File: config.mk
export PLATFORM = sky130hd
export DESIGN_NAME = vdit_queue
export DESIGN_NICKNAME = d
export VERILOG_FILES = /design/src/vdit_pkg.sv /design/src/vdit_queue.sv
export SDC_FILE = /design/constraint.sdc
export NUM_CORES = 1
export LEC_CHECK = 0
export BUFFER_PORTS_ARGS = -buffer_cell sky130_fd_sc_hd__buf_2
export CORE_ASPECT_RATIO = 1.5
export CORE_UTILIZATION = 34
export CTS_CLUSTER_DIAMETER = 30
export CTS_CLUSTER_SIZE = 14
export DETAILED_ROUTE_END_ITERATION = 16
export HOLD_SLACK_MARGIN = 0.15
export MAX_ROUTING_LAYER = met4
export SYNTH_ARGS = -nofsm -noshare
export SYNTH_HDL_FRONTEND = slang
export SYNTH_SLANG_ARGS = --single-unit
File: constraint.sdc
create_clock -name i_clk -period 7.32 [get_ports i_clk]
set_input_delay 0.366 -clock i_clk [delete_from_list [all_inputs] [get_ports i_clk]]
set_output_delay 0.366 -clock i_clk [all_outputs]
set_load 0.1 [all_outputs]
File: src/vdit_pkg.sv
// Package for the vertex welding table: sizes, hash constants, item and state types, float helpers.
// Used by every module under src except vdit_ram; no dependencies.
`default_nettype none
package vdit_pkg;

    localparam int CAPACITY     = 65536;
    localparam int HASH_BUCKETS = 1024;
    localparam int IDX_W        = (CAPACITY > 1) ? $clog2(CAPACITY) : 1;
    localparam int CNT_W        = IDX_W + 1;
    localparam int BKT_W        = (HASH_BUCKETS > 1) ? $clog2(HASH_BUCKETS) : 1;
    localparam int OUT_W        = 16;
    localparam int KEY_W        = 96;

    localparam logic [31:0]      HASH_MUL_Y = 32'h85EB_CA6B;
    localparam logic [31:0]      HASH_MUL_Z = 32'hC2B2_AE35;
    localparam logic [31:0]      HASH_MUL_H = 32'h9E37_79B1;
    localparam logic [BKT_W-1:0] BKT_MASK   = BKT_W'(HASH_BUCKETS - 1);
    localparam logic [BKT_W-1:0] BKT_LAST   = BKT_W'(HASH_BUCKETS - 1);
    localparam logic [CNT_W-1:0] CNT_FULL   = CNT_W'(CAPACITY);

    typedef struct packed {
        logic             start;
        logic             nan;
        logic [BKT_W-1:0] bucket;
        logic [31:0]      x;
        logic [31:0]      y;
        logic [31:0]      z;
    } t_job;

    typedef struct packed {
        logic [OUT_W-1:0] index;
        logic             is_new;
        logic             overflow;
    } t_result;

    typedef enum logic [3:0] {
        S_CLR,
        S_IDLE,
        S_HEAD,
        S_HEADD,
        S_KEY,
        S_KEYD,
        S_NEW,
        S_OUT
    } t_bstate;

    function automatic logic [31:0] norm_zero(input logic [31:0] b);
        return (b[30:0] == 31'd0) ? 32'd0 : b;
    endfunction

    function automatic logic is_nan(input logic [31:0] b);
        return (b[30:23] == 8'hFF) && (b[22:0] != 23'd0);
    endfunction

endpackage
`default_nettype wire

File: src/vdit_queue.sv
// Two-entry item queue between front end and table engine.
// Depends on vdit_pkg.
`default_nettype none
module vdit_queue
    import vdit_pkg::*;
(
    input  wire logic i_clk,
    input  wire logic i_rst_n,
    input  wire logic i_push,
    output logic      o_ready,
    input  t_job      i_job,
    output logic      o_valid,
    input  wire logic i_pop,
    output t_job      o_job
);
    t_job       r_mem [2];
    logic       r_wp, r_rp;
    logic [1:0] r_cnt;
    logic       do_push, do_pop;

    assign o_ready = (r_cnt != 2'd2);
    assign o_valid = (r_cnt != 2'd0);
    assign do_push = i_push && o_ready;
    assign do_pop  = i_pop && o_valid;
    assign o_job   = r_mem[r_rp];

    always_ff @(posedge i_clk) begin
        if (!i_rst_n) begin
            r_wp  <= 1'b0;
            r_rp  <= 1'b0;
            r_cnt <= 2'd0;
        end else begin
            if (do_push) r_wp <= !r_wp;
            if (do_pop)  r_rp <= !r_rp;
            r_cnt <= r_cnt + {1'b0, do_push} - {1'b0, do_pop};
        end
        if (do_push) r_mem[r_wp] <= i_job;
    end
endmodule
`default_nettype wire

Word level (Yosys, flattened, before mapping)

Memory sizes are Yosys's and may differ from the RTL's. A register that Yosys moved wholly into a read port is not among the register bits.
Cells that the tools add are included.

Register bits after elaboration: 4
RAM bits: 216
Bits of input ports: 112
Output and inout port bits: 110
Memories: 1

Memory list:

| memory | words | bits a word | read ports | clocked after memory_dff | write ports | line             | text |
|---|---|---|---|---|---|---|---|
| r_mem  | 2     | 108         | 1          | 1                        | 1           | vdit_queue.sv:16 | `t_job r_mem [2];` |

$add $sub $neg: 2
Eq/ne operators: 1
Muxes and demuxes: 4
Reductions and logical operators: 5

Operators with widths:

| kind                 | number |
|---|---|
| $mux W1              | 4 |
| $add A2 B1 Y2        | 1 |
| $logic_and A1 B1 Y1  | 2 |
| $logic_not A1 Y1     | 2 |
| $ne A2 B2 Y1 const B | 1 |
| $reduce_bool A2 Y1   | 1 |
| $sub A2 B1 Y2        | 1 |

Depth between registers and ports, before layout

Depth after elaboration: 4
Depth in mapped cells: 6
Mapped depth without buffers: 6

Worst setup path before layout

No wires, ideal clock.

Path kind: register to register
From: reg r_cnt[0]
To: mem r_mem[1][0] (netlist name), enable pin
Setup time: 0.480 ns
Data arrival time: 3.908 ns
Path slack: 2.932 ns
Stages on the path, launching flop included: 3
Clock period less this slack: 4.388 ns
Path through: dfxtp_1 -> nand2b_1 -> and3_1

Cells in the longest elaborated chain, start to end: 4

Ends and longest elaborated chain:

| element                       | line             | text |
|---|---|---|
| start, declared               | vdit_queue.sv:18 | `logic [1:0] r_cnt;` |
| start signal, assigned        | vdit_queue.sv:35 | `r_cnt <= r_cnt + {1'b0, do_push} - {1'b0, do_pop};` |
| $ne A2 B2 Y1                  | vdit_queue.sv:21 | `assign o_ready = (r_cnt != 2'd2);` |
| named net o_ready             | vdit_queue.sv:10 | `output logic o_ready,` |
| $logic_and A1 B1 Y1           | vdit_queue.sv:23 | `assign do_push = i_push && o_ready;` |
| $mux W1                       | vdit_queue.sv:37 | `if (do_push) r_mem[r_wp] <= i_job;` |
| $mux W1 (implied by the code) | vdit_queue.sv:37 |  |
| end, declared                 | vdit_queue.sv:16 |  |

The timed path passes the listed nets, and every way through them passes these cells.

==> results.json <==
{
  "outcome": "finished clean",
  "r2r_cells": 4,
  "finClkSkew_ns": 0.0167,
  "n_fill_cell": 1874,
  "p_leak_nw": 4.51,
  "hold_viol_final": 0,
  "tns_ns": 0,
  "p_clk_frac": 0.333,
  "drtIter0Drc": 157,
  "initial_utilization": 0.350,
  "synth_largest_area_cell": "edfxtp_1",
  "grt_pass1_wl_um": 25900,
  "ys_seq_area_frac": 0.810,
  "rsz0062_at_grt": "false",
  "final_common_cell": "buf_2",
  "cts_root_buf": "clkbuf_16",
  "grt_overflow_total": 0,
  "io_pins": 222,
  "final_cell_mix": "221 x buf_2, 216 x edfxtp_1, 109 x dlygate4sd3_1, 88 x mux2_2, 37 x clkbuf_16",
  "combPwrFrac": 0.343,
  "r2r_end": "r_mem[0][25]$_DFFE_PP_",
  "fin_util": 0.511,
  "synth-seq-cells": 221,
  "required_ns": 6.95,
  "core_um2": 23200,
  "path_clk_slew_ns": 0.05,
  "irDropWorstVdd_mv": 0.257,
  "min_period_ns": 3.27,
  "drt-pass1-iter-count": 4,
  "postCtsHoldBufs": 109,
  "slew_headroom": 0.431,
  "grt_pass1_vias": 5265,
  "insertion_delay_ns": 0.48,
  "port_buffers": 221,
  "yosysWarningCount": 0,
  "p_int_w": 0.00299,
  "final_max_slew_viol_count": 0,
  "cts_resized": 0,
  "h-tree-depth": 2,
  "r2r_slack_ns": 4.77,
  "vias": 4703,
  "synth_area_per_cell_um2": 22.2,
  "netlist_top_cells_area": "edfxtp_1 80%, mux2_2 12%, mux2_4 3.7%, dfxtp_1 1.2%, buf_6 0.55%",
  "row_count": 68,
  "crit_path_max_fanout": 55,
  "hold_path_class": "in -> reg",
  "start_kind": "register",
  "cp.arrival_ns": 2.90,
  "cts_buffers": 36,
  "antenna_found_initial": 2,
  "synth_fp_nets": 479,
  "yosys.area.top_type_share": 0.798,
  "syn_inst": 366,
  "endpoint_kind": "output port",
  "drt_wl_total_um": 17300,
  "wl_per_cell_um": 16.2,
  "area_growth_pct": 45.9,
  "drive_above_1_share": 0.525,
  "clock_path_buffers": 3,
  "clock.fmax_mhz": 306,
  "drc": 0,
  "r2r-start": "r_cnt[0]$_SDFF_PN0_",
  "vias_per_cell": 4.42,
  "fp.dieW_um": 128,
  "track_usage": 0.142,
  "antenna_left": 0,
  "dp_worst_setup_slack_ns": 4.49,
  "die_area_um2": 24500,
  "cts_tree": "done",
  "crit_type": "reg -> out",
  "crit_path_end": "o_job[59]",
  "postCtsSetupBuffers": 0,
  "dp_hpwl_um": 11000,
  "num-nets-final": 838,
  "place_congestion": 0.712,
  "final-setup-viol-count": 0,
  "switchingPower_w": 0.00196,
  "grt_max_degree": 56,
  "min_period_over_period": 0.446,
  "clkSinkCount": 221,
  "swShare": 0.396,
  "yosysUniqueCellTypes": 25,
  "power_density_nw_per_um2": 417,
  "setup_ws_ns": 4.05,
  "p_seq_frac": 0.325,
  "die_h_um": 191,
  "cap_violations": 0,
  "netlist_area_um2": 8130,
  "worst_pin_slew_ns": 0.853
}
## through the flow
step / instance area (um^2) / instances / hold WS, ns / total power (W)
6_report: 11900 / 1065 / 0.287 / 0.00495
5_1_grt: 11900 / 1065 / 0.294 / 0.00510
4_1_cts: 11900 / 1063 / 0.265 / 0.00500
3_5_place_dp: 9580 / 893 / 0.510 / 0.00329
3_3_place_gp: 9580 / 893 / 0.490 / 0.00327
2_1_floorplan: 8130 / 366 / 0.465 / 0.00308
## sequential cells by signal, summed over array words and instances, names as in the netlist, named ones only
name,flops
r_mem,216
r_cnt,2
r_wp,1
r_rp,1
## cells by family (layout without fill, tap and decap cells)
family                   count (synthesis)  in the layout  synth area share
AO/OA/AOI/OAI                            6              6           0.00539
XOR/XNOR                                 1              1           0.00108
adder cells (fa/ha/maj)                  1              1           0.00154
buffers and inverters                   14            396            0.0114
flip-flops                             221            221             0.810
multiplexers                           108            108             0.159
other                                    0              2                 0
AND/OR/NAND/NOR                         15             15            0.0112
## power groups by stage
stage | Sequential (W) | Clock, W | Combinational [W]
6_report | 0.00161 | 0.00165 | 0.00169
5_1_grt | 0.00162 | 0.00174 | 0.00174
4_1_cts | 0.00161 | 0.00168 | 0.00171
3_5_place_dp | 0.00163 | 0 | 0.00166
3_3_place_gp | 0.00162 | 0 | 0.00165
2_1_floorplan | 0.00160 | 0 | 0.00148
## area by class of cell
type / instances / area (um^2) / share of cell area
Sequential cell: 221 / 6590 / 0.556
Timing Repair Buffer: 333 / 2220 / 0.187
Multi-Input combinational cell: 131 / 1450 / 0.122
Clock buffer: 41 / 941 / 0.0793
Tap cell: 315 / 394 / 0.0332
Clock inverter: 20 / 246 / 0.0208
Inverter: 2 / 10.0 / 0.000844
Antenna cell: 2 / 5.00 / 0.000422
## synthesized netlist by cell type (all sizes together)
library cell	number
a21bo	1
a21oi	1
and2	1
and3	2
buf	12
dfxtp	5
edfxtp	216
ha	1
inv	2
mux2	108
nand2b	1
nand3	1
nand3b	1
nor2	4
nor2b	1
nor3	1
nor4	1
nor4bb	1
o21ai	2
o21ba	1
o31a	1
or2	1
xor2	1
## critical path, cell delays in order, from the launching register on
cell	delay [ns]
dfxtp_4	0.82
buf_4	0.80
mux2_2	0.32
buf_2	0.43
## worst min-delay path by stage
stage                           start               endpoint  slack (ns)  cells after the start
CTS                            i_push      r_wp$_SDFFE_PN0P_        0.26                      3
global route                   i_push      r_wp$_SDFFE_PN0P_        0.29                      3
global placement    r_rp$_SDFFE_PN0P_      r_rp$_SDFFE_PN0P_        0.49                      2
detailed placement  r_rp$_SDFFE_PN0P_      r_rp$_SDFFE_PN0P_        0.51                      2
floorplan                    i_job[0]  r_mem[0][0]$_DFFE_PP_        0.46                      0
finish                         i_push      r_wp$_SDFFE_PN0P_        0.29                      3
## metal layers
| layer | up-vias | wire, um | GRT usage |
|---|---|---|---|
| met3 | 41 | 947 | 0.0341 |
| met1 | 2309 | 5780 | 0.126 |
| met2 | 161 | 9980 | 0.274 |
| met5 | - | 0 | - |
| met4 | 0 | 568 | 0.0719 |
| li1 | 2192 | - | - |
(Power assumes the default switching activity.)
