===== src/vdit_pkg.sv =====
// Package for the vertex welding table: sizes, hash constants, item and state types, float helpers.
// Used by every module under src except vdit_ram; no dependencies.
`default_nettype none
package vdit_pkg;

    localparam int CAPACITY     = 65536;
    localparam int HASH_BUCKETS = 1024;
    localparam int IDX_W        = (CAPACITY > 1) ? $clog2(CAPACITY) : 1;
    localparam int CNT_W        = IDX_W + 1;
    localparam int BKT_W        = (HASH_BUCKETS > 1) ? $clog2(HASH_BUCKETS) : 1;
    localparam int OUT_W        = 16;
    localparam int KEY_W        = 96;

    localparam logic [31:0]      HASH_MUL_Y = 32'h85EB_CA6B;
    localparam logic [31:0]      HASH_MUL_Z = 32'hC2B2_AE35;
    localparam logic [31:0]      HASH_MUL_H = 32'h9E37_79B1;
    localparam logic [BKT_W-1:0] BKT_MASK   = BKT_W'(HASH_BUCKETS - 1);
    localparam logic [BKT_W-1:0] BKT_LAST   = BKT_W'(HASH_BUCKETS - 1);
    localparam logic [CNT_W-1:0] CNT_FULL   = CNT_W'(CAPACITY);

    typedef struct packed {
        logic             start;
        logic             nan;
        logic [BKT_W-1:0] bucket;
        logic [31:0]      x;
        logic [31:0]      y;
        logic [31:0]      z;
    } t_job;

    typedef struct packed {
        logic [OUT_W-1:0] index;
        logic             is_new;
        logic             overflow;
    } t_result;

    typedef enum logic [3:0] {
        S_CLR,
        S_IDLE,
        S_HEAD,
        S_HEADD,
        S_KEY,
        S_KEYD,
        S_NEW,
        S_OUT
    } t_bstate;

    function automatic logic [31:0] norm_zero(input logic [31:0] b);
        return (b[30:0] == 31'd0) ? 32'd0 : b;
    endfunction

    function automatic logic is_nan(input logic [31:0] b);
        return (b[30:23] == 8'hFF) && (b[22:0] != 23'd0);
    endfunction

endpackage
`default_nettype wire


===== src/vdit_front.sv =====
// Front end: accepts vertex items, folds signed zero, flags NaN, hashes to a bucket.
// Depends on vdit_pkg.
`default_nettype none
module vdit_front
    import vdit_pkg::*;
(
    input  wire logic        i_clk,
    input  wire logic        i_rst_n,
    input  wire logic        i_valid,
    output logic             o_ready,
    input  wire logic        i_start_mesh,
    input  wire logic [31:0] i_x_bits,
    input  wire logic [31:0] i_y_bits,
    input  wire logic [31:0] i_z_bits,
    input  wire logic        i_hold,
    output logic             o_job_valid,
    input  wire logic        i_job_ready,
    output t_job             o_job
);
    logic        r_va, r_vb;
    logic        r_sa, r_na, r_sb, r_nb;
    logic [31:0] r_xa, r_ya, r_za, r_pya, r_pza;
    logic [31:0] r_xb, r_yb, r_zb, r_phb;
    logic [31:0] n_xa, n_ya, n_za, h1, h2;
    logic        rdy_a, rdy_b, take;

    assign rdy_b   = !r_vb || i_job_ready;
    assign rdy_a   = !r_va || rdy_b;
    assign o_ready = rdy_a && !i_hold;
    assign take    = i_valid && o_ready;

    assign n_xa = norm_zero(i_x_bits);
    assign n_ya = norm_zero(i_y_bits);
    assign n_za = norm_zero(i_z_bits);

    always_comb begin
        h1 = r_xa ^ r_pya ^ r_pza;
        h1 = h1 ^ (h1 >> 16);
        h2 = r_phb ^ (r_phb >> 13);
    end

    always_ff @(posedge i_clk) begin
        if (!i_rst_n) begin
            r_va <= 1'b0;
            r_vb <= 1'b0;
        end else begin
            if (rdy_a) r_va <= take;
            if (rdy_b) r_vb <= r_va;
        end
        if (take) begin
            r_xa  <= n_xa;
            r_ya  <= n_ya;
            r_za  <= n_za;
            r_sa  <= i_start_mesh;
            r_na  <= is_nan(n_xa) || is_nan(n_ya) || is_nan(n_za);
            r_pya <= n_ya * HASH_MUL_Y;
            r_pza <= n_za * HASH_MUL_Z;
        end
        if (rdy_b && r_va) begin
            r_xb  <= r_xa;
            r_yb  <= r_ya;
            r_zb  <= r_za;
            r_sb  <= r_sa;
            r_nb  <= r_na;
            r_phb <= h1 * HASH_MUL_H;
        end
    end

    assign o_job_valid  = r_vb;
    assign o_job.start  = r_sb;
    assign o_job.nan    = r_nb;
    assign o_job.bucket = BKT_W'(h2) & BKT_MASK;
    assign o_job.x      = r_xb;
    assign o_job.y      = r_yb;
    assign o_job.z      = r_zb;
endmodule
`default_nettype wire


===== config.mk =====
export PLATFORM = sky130hd
export DESIGN_NAME = vdit_front
export DESIGN_NICKNAME = d
export VERILOG_FILES = /design/src/vdit_pkg.sv /design/src/vdit_front.sv
export SDC_FILE = /design/constraint.sdc
export NUM_CORES = 2
export LEC_CHECK = 0
export ABC_AREA = 1
export ABC_CLOCK_PERIOD_IN_PS = 17450
export BUFFER_PORTS_ARGS = -buffer_cell sky130_fd_sc_hd__buf_2
export CORE_UTILIZATION = 65
export CTS_CLUSTER_DIAMETER = 100
export DETAILED_ROUTE_END_ITERATION = 8
export PLACE_DENSITY = 0.95
export SYNTH_ARGS = -nofsm -noshare
export SYNTH_HDL_FRONTEND = slang
export SYNTH_SLANG_ARGS = --single-unit
export TNS_END_PERCENT = 30

===== constraint.sdc =====
create_clock -name i_clk -period 17.45 [get_ports i_clk]
set_input_delay 1.745 -clock i_clk [delete_from_list [all_inputs] [get_ports i_clk]]
set_output_delay 1.745 -clock i_clk [all_outputs]
set_load 0.1 [all_outputs]

Word-level counts from Yosys, hierarchy flattened. Index checks and enable logic that the tools add are counted.

Register bits after elaboration: 285. Logic and storage cells: 48. Output and inout port bits: 110.

Reduce and logical (&&, ||, !) cells: 19. Multiply operators: 3. Eq/ne operators: 3. Bitwise gates (word level): 4. Muxes and demuxes: 3.

Operator list (count): logical NOT 31 bit (3); nonzero test 23 bit (3); two-way mux 32 bit (2); bitwise XOR 32 bit (2); multiplier 32 x 31 -> 32 bit (second input constant) (1); multiplier 32 x 32 -> 23 bit (second input constant) (1); multiplier 32 x 32 -> 32 bit (second input constant) (1); bitwise XOR 32 x 16 -> 32 bit (1); two-way mux 31 bit (1); == test 8 bit (second input constant) (3); bitwise XOR 10 bit (1); logical AND 1 bit (6); logical OR 1 bit (4); logical NOT 1 bit (3).

Depth between registers and ports, before layout.
Depth after elaboration: 6. Gate-level depth with buffers: 35. Depth with buffers taken out: 35.

Worst setup path before layout. No wires, ideal clock.

Path kind: input port to flip-flop. Start: in i_job_ready. End: reg r_na (enable). Arrival time: 8.801 ns. Stages: 5. Required time: 16.770 ns. Slack: 7.969 ns. Cell sequence: inv_1 nand2_1 nor2_1 or2_2 nor2_1.

Longest elaborated chain between the ends: 4.

Ends and longest elaborated chain: start: declaration (RTL line vdit_front.sv:17) `input wire logic i_job_ready,`; logical OR 1 bit (RTL line vdit_front.sv:27) `assign rdy_b = !r_vb || i_job_ready;`; logical OR 1 bit (RTL line vdit_front.sv:28) `assign rdy_a = !r_va || rdy_b;`; logical AND 1 bit (RTL line vdit_front.sv:29) `assign o_ready = rdy_a && !i_hold;`; logical AND 1 bit (RTL line vdit_front.sv:30) `assign take = i_valid && o_ready;`; named net take (RTL line vdit_front.sv:25) `logic rdy_a, rdy_b, take;`; end signal: assignment (RTL line vdit_front.sv:55) `r_na <= is_nan(n_xa) || is_nan(n_ya) || is_nan(n_za);`; end: declaration (RTL line vdit_front.sv:21) `logic r_sa, r_na, r_sb, r_nb;`.

The timed path passes the listed nets, and every way through them passes these cells. A chain may end at the register's enable or synchronous reset.

Worst setup path in the final report.
Start: in i_y_bits[9]. End: reg r_pya[29], data pin.

Longest elaborated chain between the ends: 3.

Ends and longest elaborated chain: start: declaration (RTL line vdit_front.sv:13) `input wire logic [31:0] i_y_bits,`; logical NOT 31 bit (RTL line vdit_pkg.sv:48) `return (b[30:0] == 31'd0) ? 32'd0 : b;`; two-way mux 32 bit (*) (RTL line vdit_pkg.sv:48); multiplier 32 x 32 -> 32 bit (*) (RTL line vdit_front.sv:56) `r_pya <= n_ya * HASH_MUL_Y;`; end signal: assignment (RTL line vdit_front.sv:56); end: declaration (RTL line vdit_front.sv:22) `logic [31:0] r_xa, r_ya, r_za, r_pya, r_pza;`.

Every way passes the cells marked *; elsewhere a longest branch is shown, timed or not.

==> results.sh <==
export IMPL_outcome="complete, no violations"
export IMPL_cts_repair_resized=0
export IMPL_postLayoutCoreUtil_pct=71.23
export IMPL_antenna_cells=0
export IMPL_die_w_um=227.4
export IMPL_nNetsFinal=4383
export IMPL_critPathMaxFanout=6
export IMPL_syn_inst=3131
export IMPL_tns_ns=0
export IMPL_vias=22550
export IMPL_gp_congestion=1.039
export IMPL_rows=82
export IMPL_gr_total_overflow=0
export IMPL_setup_viol=0
export IMPL_min_path_type="reg -> reg"
export IMPL_skew_ns=0.02374
export IMPL_drive_gt1_share_pct=9.873
export IMPL_cts_sinks=279
export IMPL_clock_fmax_mhz=134.7
export IMPL_yosysWarningCount=0
export IMPL_synthArstFlopShare_pct=0
export IMPL_path_class="in -> reg"
export IMPL_wl_per_cell_um=21.51
export IMPL_ys_types=52
export IMPL_drt_wl_total_mm=85.70
export IMPL_synth_area_top_cells="fa_1 (29%), edfxtp_1 (25%), ha_1 (19%)"
export IMPL_slew_viol_final=0
export IMPL_synth_main_ff_cell="edfxtp_1"
export IMPL_drcViolationCount=0
export IMPL_clockBufferDepth=3
export IMPL_syn_avg_cell_area_um2=10.55
export IMPL_clk_transition_reported_paths_ns=0.06
export IMPL_end_kind="flip-flop"
export IMPL_track_usage_pct=34.51
export IMPL_hold_path_endpoint="r_yb[15]"
export IMPL_ios=212
export IMPL_netlist_area_um2=33030
export IMPL_timing_rr_end="r_phb[21]"
export IMPL_rsz0062_at_grt="false"
export IMPL_hpwlAfterDp_mm=71.60
export IMPL_seq_area_frac_synth_pct=25.31
export IMPL_cp_start_kind="primary input"
export IMPL_avgViaCountPerCell=5.661
export IMPL_critPathMaxStageDelay_ns=0.56
export IMPL_drv_cap=0
export IMPL_synth_top_cell_by_area="fa_1"
export IMPL_cts_hold_buffers=0
export IMPL_fin_crit_ns=7.425
export IMPL_core_area_um2=50170
export IMPL_synth_fp_nets=4225
export IMPL_ant_nets=0
export IMPL_drt_first_pass_iters=6
export IMPL_final_hold_viol_count=0
export IMPL_cts_tree="yes"
export IMPL_clk_latency_ns=0.57
export IMPL_path_cells="buf_2, inv_1, fa_1, inv_1, fa_1, fa_1, inv_1, fa_1, fa_1, inv_1, fa_1, fa_1, fa_1, ha_1, nand2_1, nor4_2, nand3_1, nand3_1, nand3_1, nand2_1, a21oi_2, xor2_1"
export IMPL_worstMarginPinSlew_ns=1.046
export IMPL_root_buffer="clkbuf_16"
export IMPL_reg2reg_depth=22
export IMPL_regToRegSetupSlack_ns=10.11
export IMPL_cts_setup_buffers=0
export IMPL_drt_iter0_drc=1790
export IMPL_initial_core_util_pct=65.83
export IMPL_grt_antenna_before_repair=1
export IMPL_synth_common_cells="inv_1 (858), ha_1 (510), fa_1 (482)"
export IMPL_grt_start_max_net_pins=161
export IMPL_cts_made_buffers=35
export IMPL_min_from="r_ya[15]"
export IMPL_h_tree_depth=2
export IMPL_rr_startpoint="r_xa[6]"
export IMPL_port_buffers=211
export IMPL_cp_common_cell="fa_1"
export IMPL_timing_hold_ws_ns=0.4121
export IMPL_synthToLayoutAreaGrowth_pct=8.206
export IMPL_fin_crit_sh_pct=42.55
export IMPL_place_area_um2=34630
export IMPL_grt_pass1_vias=23790
export IMPL_slowest_stage="fa_1"
export IMPL_worstPathArrival_ns=7.74
export IMPL_synth_edf_count=277
export IMPL_synth_top_area_share_pct=29.22
export IMPL_ys_ff_latch=279
export IMPL_grt_pass1_wl_mm=130.4
export IMPL_slew_headroom_pct=30.28
export IMPL_die_area_um2=51710
export IMPL_whs_path_depth=0
export IMPL_yosysMostFrequentCell="inv_1"
export IMPL_die_h_um=227.4
export IMPL_stdcell_area_um2=35740
export IMPL_worstPathRequired_ns=17.76
[layout make-up]
| cell class | count | area (um^2) |
|---|---|---|
| Multi-Input combinational cell | 1893 | 21080 |
| Fill cell | 3301 | 14440 |
| Sequential cell | 279 | 8358 |
| Inverter | 864 | 3243 |
| Timing Repair Buffer | 216 | 1106 |
| Clock buffer | 39 | 912.1 |
| Tap cell | 672 | 840.8 |
| Clock inverter | 21 | 196.4 |
[kinds of logic after synthesis]
logic type | synth area share (%)
adders and majority gates | 48.54
buffers and inverters | 10.92
and+or+nand+nor | 7.562
DFF | 25.31
xor gates and xnor gates | 4.580
AOI/OAI and AO/OA | 3.088
[metrics by stage]
| stage | worst slack (ns) | cells |
|---|---|---|
| after floorplan | 7.969 | 3131 |
| after detailed placement | 9.468 | 3924 |
| final | 10.02 | 3984 |
| after global placement | 9.561 | 3924 |
| after CTS | 10.06 | 3984 |
| after global routing | 9.725 | 3984 |
[flip-flops by register name, indices dropped and copies added (netlist names)]
signal / cells
r_ya: 32
r_yb: 32
o_job_valid: 1
r_pya: 31
r_sa: 1
r_nb: 1
r_xb: 32
r_sb: 1
r_zb: 32
r_xa: 32
r_na: 1
r_za: 32
r_pza: 30
r_phb: 20
r_va: 1
[cell usage in the layout, fill, tap and decap left out, types with 30 or more instances in the layout]
cell / count
inv_1: 858
ha_1: 510
fa_1: 482
nand2_1: 339
edfxtp_1: 277
buf_2: 211
xor2_1: 100
nor2_1: 81
nand3_1: 75
xnor2_1: 69
a21oi_1: 64
clkbuf_16: 36
o21ai_0: 30
[worst max-delay path, delay by kind of cell]
family | cells | cell delay, ns
and+or+nand+nor | 6 | 0.90
adders and majority gates | 9 | 4.18
buffers and inverters | 5 | 0.67
xor gates and xnor gates | 1 | 0.15
AOI/OAI and AO/OA | 1 | 0.07
[worst max-delay path by stage]
stage	slack (ns)	startpoint	cells after the start	to
floorplan	7.97	i_job_ready	5	r_na
global placement	9.56	i_y_bits[9]	22	r_pya[29]
detailed placement	9.47	i_y_bits[8]	22	r_pya[29]
CTS	10.06	i_y_bits[9]	22	r_pya[29]
global route	9.72	i_y_bits[9]	22	r_pya[29]
finish	10.02	i_y_bits[9]	22	r_pya[29]
[per-layer routing]
metal  global-route usage, %  wire, um  vias up
met3                   10.22      9511      263
met2                   54.36     39540     1204
met5                       0        11        -
met1                   43.91     32280    11150
met4                   16.32      4354        2
li1                        -         -     9936
Power is left out: the tool's default activity adds up to more than one toggle a clock period on the data nets, which glitch-free logic cannot reach.
